<file path="src/sv/sfc_pkg.sv">
`timescale 1ns / 1ps

package sfc_pkg;

    // input operation codes
    localparam logic [1:0] FUNC_TX_BEGIN = 2'd0;
    localparam logic [1:0] FUNC_TX_DATA  = 2'd1;
    localparam logic [1:0] FUNC_RX_FIRST = 2'd2;
    localparam logic [1:0] FUNC_RX_NEXT  = 2'd3;

    // result kinds
    localparam logic [1:0] KIND_TX_BYTE   = 2'd0;
    localparam logic [1:0] KIND_RX_BYTE   = 2'd1;
    localparam logic [1:0] KIND_RX_STATUS = 2'd2;

    // configuration register indexes
    localparam int unsigned CFG_IDX_W = 2;
    localparam logic [CFG_IDX_W-1:0] CFG_FRAME_HEADER = 2'd0;
    localparam logic [CFG_IDX_W-1:0] CFG_CTRL_BYTE    = 2'd1;
    localparam int unsigned CFG_DATA_W = 16;

    localparam logic [15:0] FRAME_HEADER_RST = 16'h6655;
    localparam logic [15:0] CRC_POLY         = 16'h1021;

    // frame byte offsets
    localparam logic [3:0] OFS_HDR_LO  = 4'd0;
    localparam logic [3:0] OFS_HDR_HI  = 4'd1;
    localparam logic [3:0] OFS_CTRL    = 4'd2;
    localparam logic [3:0] OFS_LEN_LO  = 4'd3;
    localparam logic [3:0] OFS_LEN_HI  = 4'd4;
    localparam logic [3:0] OFS_SEQ_LO  = 4'd5;
    localparam logic [3:0] OFS_SEQ_HI  = 4'd6;
    localparam logic [3:0] OFS_CMD     = 4'd7;
    localparam logic [3:0] OFS_PAYLOAD = 4'd8;
    localparam logic [3:0] OFS_CRC_HI  = 4'd9;

    localparam logic [16:0] RX_IDLE = 17'h1FFFF;

    typedef struct packed {
        logic [1:0]  func;
        logic [7:0]  cmd_id;
        logic [15:0] payload_len;
        logic [7:0]  data_byte;
    } t_in_item;

    typedef struct packed {
        logic [1:0]  out_kind;
        logic [7:0]  out_byte;
        logic        tx_frame_end;
        logic [7:0]  rx_cmd_id;
        logic [15:0] rx_seq;
        logic [15:0] rx_len;
        logic        rx_crc_ok;
        logic        last_of_run;
    } t_out_item;

    // crc-16/xmodem over one byte, msb first
    function automatic logic [15:0] crc_byte(input logic [15:0] crc, input logic [7:0] b);
        logic [15:0] c;
        c = crc ^ {b, 8'h00};
        for (int i = 0; i < 8; i++) begin
            if (c[15]) begin
                c = {c[14:0], 1'b0} ^ CRC_POLY;
            end else begin
                c = {c[14:0], 1'b0};
            end
        end
        return c;
    endfunction

endpackage

</file>
<file path="src/sv/serial_frame_codec_crc16_top.sv">
`timescale 1ns / 1ps

// serial frame codec with crc-16/xmodem, transmit and receive sharing one
// sequence counter.
// input channel: i_in_valid / o_in_stall carry one item per transaction
// (func, cmd_id, payload_len, data_byte). output channel: o_out_valid /
// i_out_stall carry one result per transaction.
// configuration: i_cfg_we writes i_cfg_data into register i_cfg_idx
// (0 frame header, 1 control byte); other indexes are dropped. write only
// while the block is idle.
// a taken item is held in the current-item register and its first result
// then moves to the output register; results follow at one output byte
// per cycle while the output is not stalled, set by the single output
// register and the one-byte crc step. a begin item emits the header, plus
// the crc for a zero length frame; a payload byte emits itself, plus the
// crc if it is the last. the next item is taken in the same cycle the last
// result of the current one moves to the output register.
// reset (synchronous, active low) clears the counters, crc state and both
// valids, and restores the default frame header and control byte.
// when the receiver stalls the result holds in the output register, the
// current item stops advancing and o_in_stall rises once that item has
// another result to emit.

module serial_frame_codec_crc16_top (
    input  logic                                  i_clk,
    input  logic                                  i_rst_n,
    input  logic                                  i_cfg_we,
    input  logic [sfc_pkg::CFG_IDX_W-1:0]         i_cfg_idx,
    input  logic [sfc_pkg::CFG_DATA_W-1:0]        i_cfg_data,
    input  logic                                  i_in_valid,
    output logic                                  o_in_stall,
    input  sfc_pkg::t_in_item                     i_in_data,
    output logic                                  o_out_valid,
    input  logic                                  i_out_stall,
    output sfc_pkg::t_out_item                    o_out_data
);

    localparam logic [3:0] STEP_FIRST     = 4'd0;
    localparam logic [3:0] STEP_PL_CRC_LO = 4'd1;

    // configuration
    logic [15:0] r_frame_header;
    logic [7:0]  r_ctrl_byte;

    // item being expanded
    logic               r_cur_valid;
    sfc_pkg::t_in_item  r_cur;
    logic [3:0]         r_step;

    // output register
    logic               r_out_valid;
    sfc_pkg::t_out_item r_out;

    // codec state
    logic [15:0] r_seq,        n_seq;
    logic        r_tx_active,  n_tx_active;
    logic [15:0] r_tx_rem,     n_tx_rem;
    logic [15:0] r_tx_crc,     n_tx_crc;
    logic [16:0] r_rx_index,   n_rx_index;
    logic [15:0] r_rx_length,  n_rx_length;
    logic [15:0] r_rx_crc,     n_rx_crc;
    logic [7:0]  r_rx_crc_low, n_rx_crc_low;
    logic [15:0] r_rx_seq,     n_rx_seq;
    logic [7:0]  r_rx_cmd,     n_rx_cmd;

    logic               has_res;
    logic               last;
    sfc_pkg::t_out_item res;
    logic               out_adv;
    logic               fire;

    // scratch for the current step
    logic [7:0]  tx_b;
    logic [15:0] crc_in;
    logic        rx_first;
    logic [16:0] idx_e;
    logic [15:0] crc_e;
    logic [15:0] len_e;
    logic [15:0] seq_e;
    logic [7:0]  cmd_e;
    logic [7:0]  low_e;
    logic [16:0] crc_at;
    logic        crc_ok;

    always_comb begin
        n_seq        = r_seq;
        n_tx_active  = r_tx_active;
        n_tx_rem     = r_tx_rem;
        n_tx_crc     = r_tx_crc;
        n_rx_index   = r_rx_index;
        n_rx_length  = r_rx_length;
        n_rx_crc     = r_rx_crc;
        n_rx_crc_low = r_rx_crc_low;
        n_rx_seq     = r_rx_seq;
        n_rx_cmd     = r_rx_cmd;
        has_res      = 1'b0;
        last         = 1'b1;
        res          = '0;
        tx_b         = '0;
        crc_in       = r_tx_crc;
        rx_first     = (r_cur.func == sfc_pkg::FUNC_RX_FIRST);
        idx_e        = rx_first ? 17'd0 : r_rx_index;
        crc_e        = rx_first ? 16'd0 : r_rx_crc;
        len_e        = rx_first ? 16'd0 : r_rx_length;
        seq_e        = rx_first ? 16'd0 : r_rx_seq;
        cmd_e        = rx_first ? 8'd0  : r_rx_cmd;
        low_e        = rx_first ? 8'd0  : r_rx_crc_low;
        crc_at       = 17'(sfc_pkg::OFS_PAYLOAD) + {1'b0, len_e};
        crc_ok       = ({r_cur.data_byte, low_e} == crc_e);

        case (r_cur.func)
            sfc_pkg::FUNC_TX_BEGIN: begin
                has_res = 1'b1;
                res.out_kind = sfc_pkg::KIND_TX_BYTE;
                case (r_step)
                    sfc_pkg::OFS_HDR_LO: tx_b = r_frame_header[7:0];
                    sfc_pkg::OFS_HDR_HI: tx_b = r_frame_header[15:8];
                    sfc_pkg::OFS_CTRL:   tx_b = r_ctrl_byte;
                    sfc_pkg::OFS_LEN_LO: tx_b = r_cur.payload_len[7:0];
                    sfc_pkg::OFS_LEN_HI: tx_b = r_cur.payload_len[15:8];
                    sfc_pkg::OFS_SEQ_LO: tx_b = r_seq[7:0];
                    sfc_pkg::OFS_SEQ_HI: tx_b = r_seq[15:8];
                    sfc_pkg::OFS_CMD:    tx_b = r_cur.cmd_id;
                    sfc_pkg::OFS_PAYLOAD: tx_b = r_tx_crc[7:0];
                    default:             tx_b = r_tx_crc[15:8];
                endcase
                res.out_byte = tx_b;
                if (r_step <= sfc_pkg::OFS_CMD) begin
                    // header byte: feed the crc, counter advances on the first
                    if (r_step == STEP_FIRST) begin
                        crc_in = '0;
                        n_seq  = r_seq + 16'd1;
                    end
                    n_tx_crc = sfc_pkg::crc_byte(crc_in, tx_b);
                    last     = 1'b0;
                    if (r_step == sfc_pkg::OFS_CMD) begin
                        n_tx_active = (r_cur.payload_len != 16'd0);
                        n_tx_rem    = r_cur.payload_len;
                        last        = (r_cur.payload_len != 16'd0);
                    end
                end else if (r_step == sfc_pkg::OFS_PAYLOAD) begin
                    last = 1'b0;
                end else begin
                    res.tx_frame_end = 1'b1;
                    n_tx_active      = 1'b0;
                    n_tx_rem         = '0;
                end
            end
            sfc_pkg::FUNC_TX_DATA: begin
                res.out_kind = sfc_pkg::KIND_TX_BYTE;
                if (r_step == STEP_FIRST) begin
                    has_res = r_tx_active;
                    if (r_tx_active) begin
                        res.out_byte = r_cur.data_byte;
                        n_tx_crc     = sfc_pkg::crc_byte(r_tx_crc, r_cur.data_byte);
                        n_tx_rem     = r_tx_rem - 16'd1;
                        last         = (r_tx_rem != 16'd1);
                    end
                end else if (r_step == STEP_PL_CRC_LO) begin
                    has_res      = 1'b1;
                    res.out_byte = r_tx_crc[7:0];
                    last         = 1'b0;
                end else begin
                    has_res          = 1'b1;
                    res.out_byte     = r_tx_crc[15:8];
                    res.tx_frame_end = 1'b1;
                    n_tx_active      = 1'b0;
                    n_tx_rem         = '0;
                end
            end
            default: begin
                // receive: a first byte restarts parsing at offset zero
                n_rx_crc     = crc_e;
                n_rx_length  = len_e;
                n_rx_seq     = seq_e;
                n_rx_cmd     = cmd_e;
                n_rx_crc_low = low_e;
                n_rx_index   = idx_e;
                if (idx_e == sfc_pkg::RX_IDLE) begin
                    has_res = 1'b0;
                end else if (idx_e < 17'(sfc_pkg::OFS_PAYLOAD)) begin
                    n_rx_crc   = sfc_pkg::crc_byte(crc_e, r_cur.data_byte);
                    n_rx_index = idx_e + 17'd1;
                    if (idx_e == 17'(sfc_pkg::OFS_LEN_LO)) begin
                        n_rx_length = {len_e[15:8], r_cur.data_byte};
                    end else if (idx_e == 17'(sfc_pkg::OFS_LEN_HI)) begin
                        n_rx_length = {r_cur.data_byte, len_e[7:0]};
                    end else if (idx_e == 17'(sfc_pkg::OFS_SEQ_LO)) begin
                        n_rx_seq = {seq_e[15:8], r_cur.data_byte};
                    end else if (idx_e == 17'(sfc_pkg::OFS_SEQ_HI)) begin
                        n_rx_seq = {r_cur.data_byte, seq_e[7:0]};
                    end else if (idx_e == 17'(sfc_pkg::OFS_CMD)) begin
                        n_rx_cmd = r_cur.data_byte;
                    end
                end else if (idx_e < crc_at) begin
                    n_rx_crc     = sfc_pkg::crc_byte(crc_e, r_cur.data_byte);
                    n_rx_index   = idx_e + 17'd1;
                    has_res      = 1'b1;
                    res.out_kind = sfc_pkg::KIND_RX_BYTE;
                    res.out_byte = r_cur.data_byte;
                end else if (idx_e == crc_at) begin
                    n_rx_crc_low = r_cur.data_byte;
                    n_rx_index   = idx_e + 17'd1;
                end else begin
                    has_res       = 1'b1;
                    res.out_kind  = sfc_pkg::KIND_RX_STATUS;
                    res.rx_cmd_id = cmd_e;
                    res.rx_seq    = seq_e;
                    res.rx_len    = len_e;
                    res.rx_crc_ok = crc_ok;
                    if (crc_ok) begin
                        n_seq = seq_e;
                    end
                    n_rx_index = sfc_pkg::RX_IDLE;
                end
            end
        endcase
        res.last_of_run = last;
    end

    // output register frees up when empty or being taken this cycle
    assign out_adv    = !r_out_valid || !i_out_stall;
    assign fire       = r_cur_valid && (out_adv || !has_res);
    assign o_in_stall = r_cur_valid && !(fire && last);

    assign o_out_valid = r_out_valid;
    assign o_out_data  = r_out;

    always_ff @(posedge i_clk) begin
        if (!i_rst_n) begin
            r_frame_header <= sfc_pkg::FRAME_HEADER_RST;
            r_ctrl_byte    <= '0;
            r_cur_valid    <= 1'b0;
            r_step         <= '0;
            r_out_valid    <= 1'b0;
            r_seq          <= '0;
            r_tx_active    <= 1'b0;
            r_tx_rem       <= '0;
            r_tx_crc       <= '0;
            r_rx_index     <= '0;
            r_rx_length    <= '0;
            r_rx_crc       <= '0;
            r_rx_crc_low   <= '0;
            r_rx_seq       <= '0;
            r_rx_cmd       <= '0;
        end else begin
            if (i_cfg_we) begin
                case (i_cfg_idx)
                    sfc_pkg::CFG_FRAME_HEADER: r_frame_header <= i_cfg_data[15:0];
                    sfc_pkg::CFG_CTRL_BYTE:    r_ctrl_byte    <= i_cfg_data[7:0];
                    default: ;
                endcase
            end

            if (fire) begin
                r_seq        <= n_seq;
                r_tx_active  <= n_tx_active;
                r_tx_rem     <= n_tx_rem;
                r_tx_crc     <= n_tx_crc;
                r_rx_index   <= n_rx_index;
                r_rx_length  <= n_rx_length;
                r_rx_crc     <= n_rx_crc;
                r_rx_crc_low <= n_rx_crc_low;
                r_rx_seq     <= n_rx_seq;
                r_rx_cmd     <= n_rx_cmd;
                r_step       <= last ? STEP_FIRST : r_step + 4'd1;
            end

            // take a new transaction once the current item is done
            if (i_in_valid && !o_in_stall) begin
                r_cur_valid <= 1'b1;
                r_cur       <= i_in_data;
            end else if (fire && last) begin
                r_cur_valid <= 1'b0;
            end

            if (fire && has_res) begin
                r_out_valid <= 1'b1;
                r_out       <= res;
            end else if (!i_out_stall) begin
                r_out_valid <= 1'b0;
            end
        end
    end

    // a step in progress always belongs to a held item
    a_step_needs_item: assert property (@(posedge i_clk) disable iff (!i_rst_n)
        (r_step != STEP_FIRST) |-> r_cur_valid)
        else $error("expansion step without a current item");

    // never overwrite a stalled result
    a_no_overwrite: assert property (@(posedge i_clk) disable iff (!i_rst_n)
        (r_out_valid && i_out_stall) |-> !(fire && has_res))
        else $error("result overwritten while output stalled");

    // an open transmit frame between items always has bytes left
    a_tx_rem: assert property (@(posedge i_clk) disable iff (!i_rst_n)
        (r_tx_active && !r_cur_valid) |-> (r_tx_rem != 16'd0))
        else $error("open transmit frame with no bytes remaining");

    // receive index never passes the second crc byte unless idle
    a_rx_index: assert property (@(posedge i_clk) disable iff (!i_rst_n)
        (r_rx_index == sfc_pkg::RX_IDLE) || (r_rx_index <= {1'b0, r_rx_length} + 17'd9))
        else $error("receive index beyond frame end");

    // a begin item returns to its first step after its closing crc byte
    a_begin_last: assert property (@(posedge i_clk) disable iff (!i_rst_n)
        (fire && r_cur.func == sfc_pkg::FUNC_TX_BEGIN && r_step == sfc_pkg::OFS_CRC_HI)
        |=> (r_step == STEP_FIRST))
        else $error("begin item ran past its closing crc byte");

endmodule

</file>
<file path="config.mk">
export PLATFORM = sky130hd
export DESIGN_NAME = serial_frame_codec_crc16_top
export DESIGN_NICKNAME = d
export VERILOG_FILES = /design/src/sv/sfc_pkg.sv /design/src/sv/serial_frame_codec_crc16_top.sv
export SDC_FILE = /design/constraint.sdc
export NUM_CORES = 1
export LEC_CHECK = 0
export BUFFER_PORTS_ARGS = -buffer_cell sky130_fd_sc_hd__clkbuf_2
export CAP_MARGIN = 30
export CORE_AREA = 2 2 185 142
export CTS_CLUSTER_DIAMETER = 200
export DETAILED_ROUTE_END_ITERATION = 10
export DIE_AREA = 0 0 187 144
export MAX_ROUTING_LAYER = met4
export PLACE_DENSITY = 0.72
export RECOVER_POWER = 25
export REMOVE_ABC_BUFFERS = 1
export SETUP_SLACK_MARGIN = 0.5
export SLEW_MARGIN = 20
export SYNTH_ARGS = -nofsm -noshare
export SYNTH_HDL_FRONTEND = slang
export SYNTH_SLANG_ARGS = --single-unit
</file>
<file path="constraint.sdc">
create_clock -name i_clk -period 7.37 [get_ports i_clk]
set_clock_uncertainty 0.1 [all_clocks]
set_input_delay 0.737 -clock i_clk [delete_from_list [all_inputs] [get_ports i_clk]]
set_output_delay 0.737 -clock i_clk [all_outputs]
set_load 0.01 [all_outputs]
</file>
# --- Yosys cells after proc, flatten, opt, wreduce, memory -nomap -nowiden ---
# Cells that the tools add are included.
# Widths: inputs -> output; s select.
word_totals:
  in_bits: 57
  word_cells: 345
  reg_bits: 247
op_classes:
  magnitude_cmp: 3
  n_reduce_logical: 30
  n_bitwise: 36
  n_addsub: 5
  n_eq_ne: 35
  muxes: 209
ops:
  columns: ["op", "n"]
  rows:
  - ["$mux 16", 119]
  - ["$mux 13", 31]
  - ["$mux 8", 18]
  - ["$pmux 16 s2", 3]
  - ["$not 3->3", 31]
  - ["$mux 17", 5]
  - ["$pmux 8 s9", 1]
  - ["$eq 17x3->1 const B", 4]
  - ["$xor 16x16->16", 3]
  - ["$mux 1", 22]
  - ["$mux 10", 2]
  - ["$pmux 10 s2", 1]
  - ["$add 17x1->17 const B", 1]
  - ["$add 4x16->17 const A", 1]
  - ["$eq 17x17->1", 1]
  - ["$eq 17x17->1 const B", 1]
  - ["$eq 17x2->1 const B", 1]
  - ["$lt 17x17->1", 1]
  - ["$lt 17x4->1 const B", 1]
  - ["$add 16x1->16 const B", 1]
  - ["$eq 16x16->1", 1]
  - ["$eq 4x3->1 const B", 4]
  - ["$ne 16x1->1 const B", 1]
  - ["$reduce_bool 16->1", 1]
  - ["27 further kinds", 63]

# --- Logic depth before layout (Yosys ltp) ---
depth:
  depth_word: 50
  depth_mapped: 23
  ltp_nobuf: 18

# --- Least setup slack after synthesis ---
# Ideal clock, no wire load.
synth_path:
  path_type: "register to register"
  from: "register r_cur[33] in the netlist's numbering"
  to: "register r_out, in the netlist o_out_data[0] (enable)"
  setup_slack_ns: 0.154
  t_arrival_ns: 6.621
  t_required_ns: 6.775
  path_stages_with_launch: 21
  synth_period_minus_slack_ns: 7.216
  path_buffers: 5
  cell_sequence: "edfxtp_1 > buf_2 > nand2b_1 > clkbuf_1 > clkbuf_1 > and2_1 > ha_1 > nand3_1 > nor2_1 > nand2_1 > xnor2_1 > nand2_1 > ha_1 > and4_1 > nand4_1 > nor3_2 > o2111ai_1 > and2_1 > buf_2 > buf_2 > nor4_2"
synth_via:
  elab_chain_len: 14
synth_rtl:
  columns: ["element", "line_no", "source"]
  rows:
  - ["start, declared", "serial_frame_codec_crc16_top.sv:47", "sfc_pkg::t_in_item r_cur;"]
  - ["start signal, assigned", "serial_frame_codec_crc16_top.sv:272", "r_cur <= i_in_data;"]
  - ["$eq 2x2->1 (*)", "serial_frame_codec_crc16_top.sv:101", "rx_first = (r_cur.func == sfc_pkg::FUNC_RX_FIRST);"]
  - ["$mux 16 (*)", "serial_frame_codec_crc16_top.sv:104", "len_e = rx_first ? 16'd0 : r_rx_length;"]
  - ["net len_e[3]", "serial_frame_codec_crc16_top.sv:78", "logic [15:0] len_e;"]
  - ["$add 4x16->17 (*)", "serial_frame_codec_crc16_top.sv:108", "crc_at = 17'(sfc_pkg::OFS_PAYLOAD) + {1'b0, len_e};"]
  - ["parallel branches: the longest is 2 deep, another holds $lt 17x17->1", null, null]
  - ["$mux 1 (*)", "serial_frame_codec_crc16_top.sv:195", "end else if (idx_e < crc_at) begin"]
  - ["$mux 1 (*)", "serial_frame_codec_crc16_top.sv:181", "end else if (idx_e < 17'(sfc_pkg::OFS_PAYLOAD)) begin"]
  - ["$mux 1 (*)", "serial_frame_codec_crc16_top.sv:179", "if (idx_e == sfc_pkg::RX_IDLE) begin"]
  - ["$pmux 1 s2 (*)", "serial_frame_codec_crc16_top.sv:111", "case (r_cur.func)"]
  - ["$logic_not 1->1", "serial_frame_codec_crc16_top.sv:223", "assign fire = r_cur_valid && (out_adv || !has_res);"]
  - ["$logic_or 1x1->1", "serial_frame_codec_crc16_top.sv:223", null]
  - ["$logic_and 1x1->1", "serial_frame_codec_crc16_top.sv:223", null]
  - ["$logic_and 1x1->1 (*)", "serial_frame_codec_crc16_top.sv:277", "if (fire && has_res) begin"]
  - ["$reduce_and 2->1 (no line) (*)", null, null]
  - ["end signal, assigned", "serial_frame_codec_crc16_top.sv:279", "r_out <= res;"]
  - ["end, declared", "serial_frame_codec_crc16_top.sv:52", "sfc_pkg::t_out_item r_out;"]
# Mark *: on every way through the listed nets, which the timed path passes.
# A chain may end at the register's enable or synchronous reset.

# --- Final worst setup path ---
layout_path:
  from: "register r_cur[32] in the netlist's numbering"
  to: "output o_in_stall"
layout_via:
  elab_chain_len: 15
layout_rtl:
  columns: ["element", "line_no", "source"]
  rows:
  - ["$eq 2x2->1 (*)", "serial_frame_codec_crc16_top.sv:101", null]
  - ["$mux 16 (*)", "serial_frame_codec_crc16_top.sv:104", null]
  - ["net len_e[3]", "serial_frame_codec_crc16_top.sv:78", null]
  - ["$add 4x16->17 (*)", "serial_frame_codec_crc16_top.sv:108", null]
  - ["parallel branches: the longest is 2 deep, another holds $lt 17x17->1", null, null]
  - ["$mux 1 (*)", "serial_frame_codec_crc16_top.sv:195", null]
  - ["$mux 1 (*)", "serial_frame_codec_crc16_top.sv:181", null]
  - ["$mux 1 (*)", "serial_frame_codec_crc16_top.sv:179", null]
  - ["$pmux 1 s2 (*)", "serial_frame_codec_crc16_top.sv:111", null]
  - ["$logic_not 1->1 (*)", "serial_frame_codec_crc16_top.sv:223", null]
  - ["$logic_or 1x1->1 (*)", "serial_frame_codec_crc16_top.sv:223", null]
  - ["$logic_and 1x1->1 (*)", "serial_frame_codec_crc16_top.sv:223", null]
  - ["$logic_and 1x1->1 (*)", "serial_frame_codec_crc16_top.sv:224", "assign o_in_stall = r_cur_valid && !(fire && last);"]
  - ["$logic_not 1->1 (*)", "serial_frame_codec_crc16_top.sv:224", null]
  - ["$logic_and 1x1->1 (*)", "serial_frame_codec_crc16_top.sv:224", null]
  - ["end, declared", "serial_frame_codec_crc16_top.sv:31", "output logic o_in_stall,"]
# Marks and branches as above.

==> results summary <==
The TritonCTS buffer count came out at 27. The maximum number of pins on one net before global-route repair came out at 77. The number of post-CTS setup repair buffers came out at 0. Setup repair after global routing left no endpoint under its margin. At the placement stage, the worst setup path has a slack of around 2.2 ns.

Once detail routing completed, the nets flagged for antenna violations numbered 0. The initial antenna violation count is 1. The netlist uses 101 different library cells. After the flow finishes, the layout carries non-filler instances totaling 1899. The count of endpoints failing setup in the final report is 0. The proportion of layout cells with a drive suffix above 1 is 0.109. The worst setup path is captured at an output pin.

For this run, the leading register cell type out of synthesis is dfxtp_1. TritonCTS built the clock tree. The estimated wirelength of the detail-placed design came out at 26.5 mm. The count of clock tree sinks is about 250. The static power due to leakage came out at 5.66 nW. The share of total power dissipated in combinational logic is 0.125. The Yosys warning count came out at 0. The data arrival time of the critical path is slightly below 5 ns. The number of global-route vias before repair came out at 10700.

After routing the design area is roughly 15000 µm². The standard cell area after detailed placement came out at between 10000 and 15000 µm². The wire length of the first global-routing pass is 60.1 mm. Counting flops with a built-in enable in the synthesized netlist gives 87. The filler cell count came out at 2263. Among all cell types in the netlist, the one instantiated most often is nand2_1. Clock-pin slew was measured on the worst setup and hold paths at about 0.060 ns. Detailed routing inserted a total of 11700 vias.

The flow ran to the end, and the final reports show no timing, DRC or antenna violations. The final weighted congestion in routability-driven placement is approximately 1. The share of synthesized area occupied by flip-flops and latches is 0.428. The headroom to the max-slew limit is 0.370.

The total wirelength of the detailed-routed design is 38.3 mm. The post-synthesis average cell area is 9.22 µm². The net count of the finished layout is 1620. The element type at the critical path start is a register. The average vias per placed instance is 6.18.

The net switching power of the design is 882 µW. The clock network fraction of total power is 0.418. The total overflow reported by the global router is 0. The cell-internal power is 2.43 mW. By count the netlist is led by 186 x nand2_1, 160 x dfxtp_1, 108 x nor2_1. Of all cell types, the one taking the most synthesized area is dfxtp_1. The global router's overall resource usage came out at 0.289. The critical path is of the register to output pin type.

The floorplan has 51 rows. Based on the critical path, the design can be clocked at up to ~170 MHz. The post-route DRC violation count came out at 0. The share of async-settable or async-resettable flops after synthesis came out at 0. On the final layout, the worst hold slack is approximately 0.26 ns. The highest fanout seen on the critical path came out at 33. For the worst setup path, the data required time is 6.53 ns. The power per standard cell area came out at approximately 220 nW/µm².

The die height came out at roughly 140 µm. The clock period minus worst slack came out at 5.73 ns. Once placement completed, the tool counted placed cells totaling 1846. The quantity of hold-fixing buffers added after cts came out at 0.

Setup slack closes at about 1.6 ns. The width of the die came out at 187 µm. For this run, the detailed router's first-pass iteration total came to 7. The initial standard-cell utilization of the core is 0.537. By area the synthesized netlist is led by dfxtp_1 24%, edfxtp_1 19%, nand2_1 5.1%. The overall power after layout is 3.32 mW.

The number of standard cells after synthesis came out at 1475. In this run the tool buffered the top-level ports with 111 buffer cells. The tightest min-delay check is of the input port to register type. After detailed routing, the average wire length per cell comes to 20.2 µm. The die footprint is 26900 µm². The sum of negative setup slack is 0 ns. For the pin with the worst max-slew slack, the measured transition is 0.942 ns.

Once layout is complete, the utilization of the core stands at 0.598. The maximum VDD drop is roughly 0.17 mV. CTS built an H-tree with a depth of 1.

The post-synth design cell area came out at around 14000 µm². The core box area is 25300 µm². The clock reaches the later pin of the worst-skew pair after 0.54 ns. The hold violation count in the final report is 0.

The synthesis-to-layout area growth came out at 11.4%. The switching share of total power is 0.266. The number of gates given a new drive strength after cts came out at 0. The post-synthesis sequential element count is 247.

The count of final max-slew check failures is 0. The number of maximum-capacitance constraint violations is 0. In this run, the number of DRC markers left after iteration 0 of detailed routing was 1287. Of the available clock period, the critical path in the final layout requires 0.778. The number of buffers on the longest clock path came out at 3. The area share of the largest cell type after synthesis is 0.236.

The number of top-level design ports came out at 112. The share of total power dissipated in sequential elements is 0.457. In this run the clock root is driven by a clkbuf_16.
==> cell families after synthesis <==
family                   after synthesis  share of synthesized area
buffers and inverters                128                     0.0417
XOR/XNOR                              87                     0.0572
multiplexers                          38                     0.0295
AO/OA/AOI/OAI                        410                      0.218
flip-flops                           247                      0.428
AND/OR/NAND/NOR                      534                      0.197
adder cells (fa/ha/maj)               31                     0.0284
==> critical path, cell delays in order (launching register included) <==
cell and delay (ns):
edfxtp_1 0.32, buf_4 0.32, nand2b_2 0.25, and2_1 0.21, ha_1 0.21, nand3_1 0.17
nor2_1 0.17, nand2_1 0.08, xnor2_1 0.16, nand2_1 0.08, ha_1 0.31, and4_1 0.24
and3_1 0.18, a221oi_2 0.26, o211ai_1 0.20, o21ai_2 0.26, a21boi_0 0.22, o22ai_1 0.46
clkbuf_2 0.24
==> power by group through the flow <==
stage	Clock [mW]	Sequential, mW	Combinational (mW)
final	1.39	1.51	0.414
after global routing	1.46	1.52	0.456
after CTS	1.40	1.51	0.411
after detailed placement	0	1.54	0.409
after global placement	0	1.54	0.402
after floorplan	0	1.53	0.274
==> layer usage <==
layer	track usage	up-vias	routed length [µm]
li1	-	5575	-
met1	0.434	5516	18200
met2	0.393	592	15500
met3	0.0587	56	3970
met4	0.0706	0	743
met5	-	-	0
==> flip-flops by register name, indices dropped and copies added (netlist names) <==
| name | flops |
|---|---|
| o_out_data | 53 |
| r_cur | 34 |
| r_rx_index | 17 |
| r_frame_header | 16 |
| r_rx_crc | 16 |
| r_rx_length | 16 |
| r_rx_seq | 16 |
| r_seq | 16 |
| r_tx_crc | 16 |
| r_tx_rem | 16 |
| r_ctrl_byte | 8 |
| r_rx_cmd | 8 |
| r_rx_crc_low | 8 |
| r_step | 4 |
| o_out_valid | 1 |
| r_cur_valid | 1 |
| r_tx_active | 1 |
==> final cells by class <==
type / count / area, µm² / area share
inverters: 21 / 78.8 / 0.00521
clock buffers: 40 / 797 / 0.0526
well taps: 344 / 430 / 0.0284
repair buffers: 136 / 659 / 0.0435
multi-input cells: 1100 / 7240 / 0.478
diodes: 1 / 2.50 / 0.000165
clock inverters: 10 / 121 / 0.00802
flip-flops and latches: 247 / 5820 / 0.384
==> path summary, 6_finish.rpt <==
check	startpoint	end	slack, ns	depth (start not counted)
setup / recovery	r_cur[32]	o_in_stall	1.64	18
hold / removal	i_in_data[17]	r_cur[17]	0.26	1
setup reg to reg	r_cur[32]	o_out_data[47]	2.12	17
hold reg to reg	r_frame_header[5]	r_frame_header[5]	0.36	2
==> placed cells by master (no fill, tap or decap), types with 9 or more instances in the layout <==
cell type	netlist	routed
xor2_1	33	33
a31oi_1	13	13
clkbuf_2	0	49
xnor2_1	52	52
and3_1	50	50
nand3_1	47	47
inv_1	21	20
a211oi_1	18	18
dfxtp_1	160	160
nor2b_1	9	9
a311oi_1	13	13
edfxtp_1	87	87
a22o_1	32	32
clkbuf_16	0	29
nand2_1	186	186
a21o_1	10	10
ha_1	30	30
buf_4	1	22
a21oi_1	87	87
mux2i_1	30	30
o21ai_1	19	19
nand4_1	9	9
o22ai_1	15	15
nor4_1	18	18
clkbuf_1	57	71
o21ai_0	51	51
nor3_1	25	25
and2_1	21	21
a22oi_1	37	37
a32o_1	18	18
nor2_1	108	107
(Power assumes the default switching activity.)
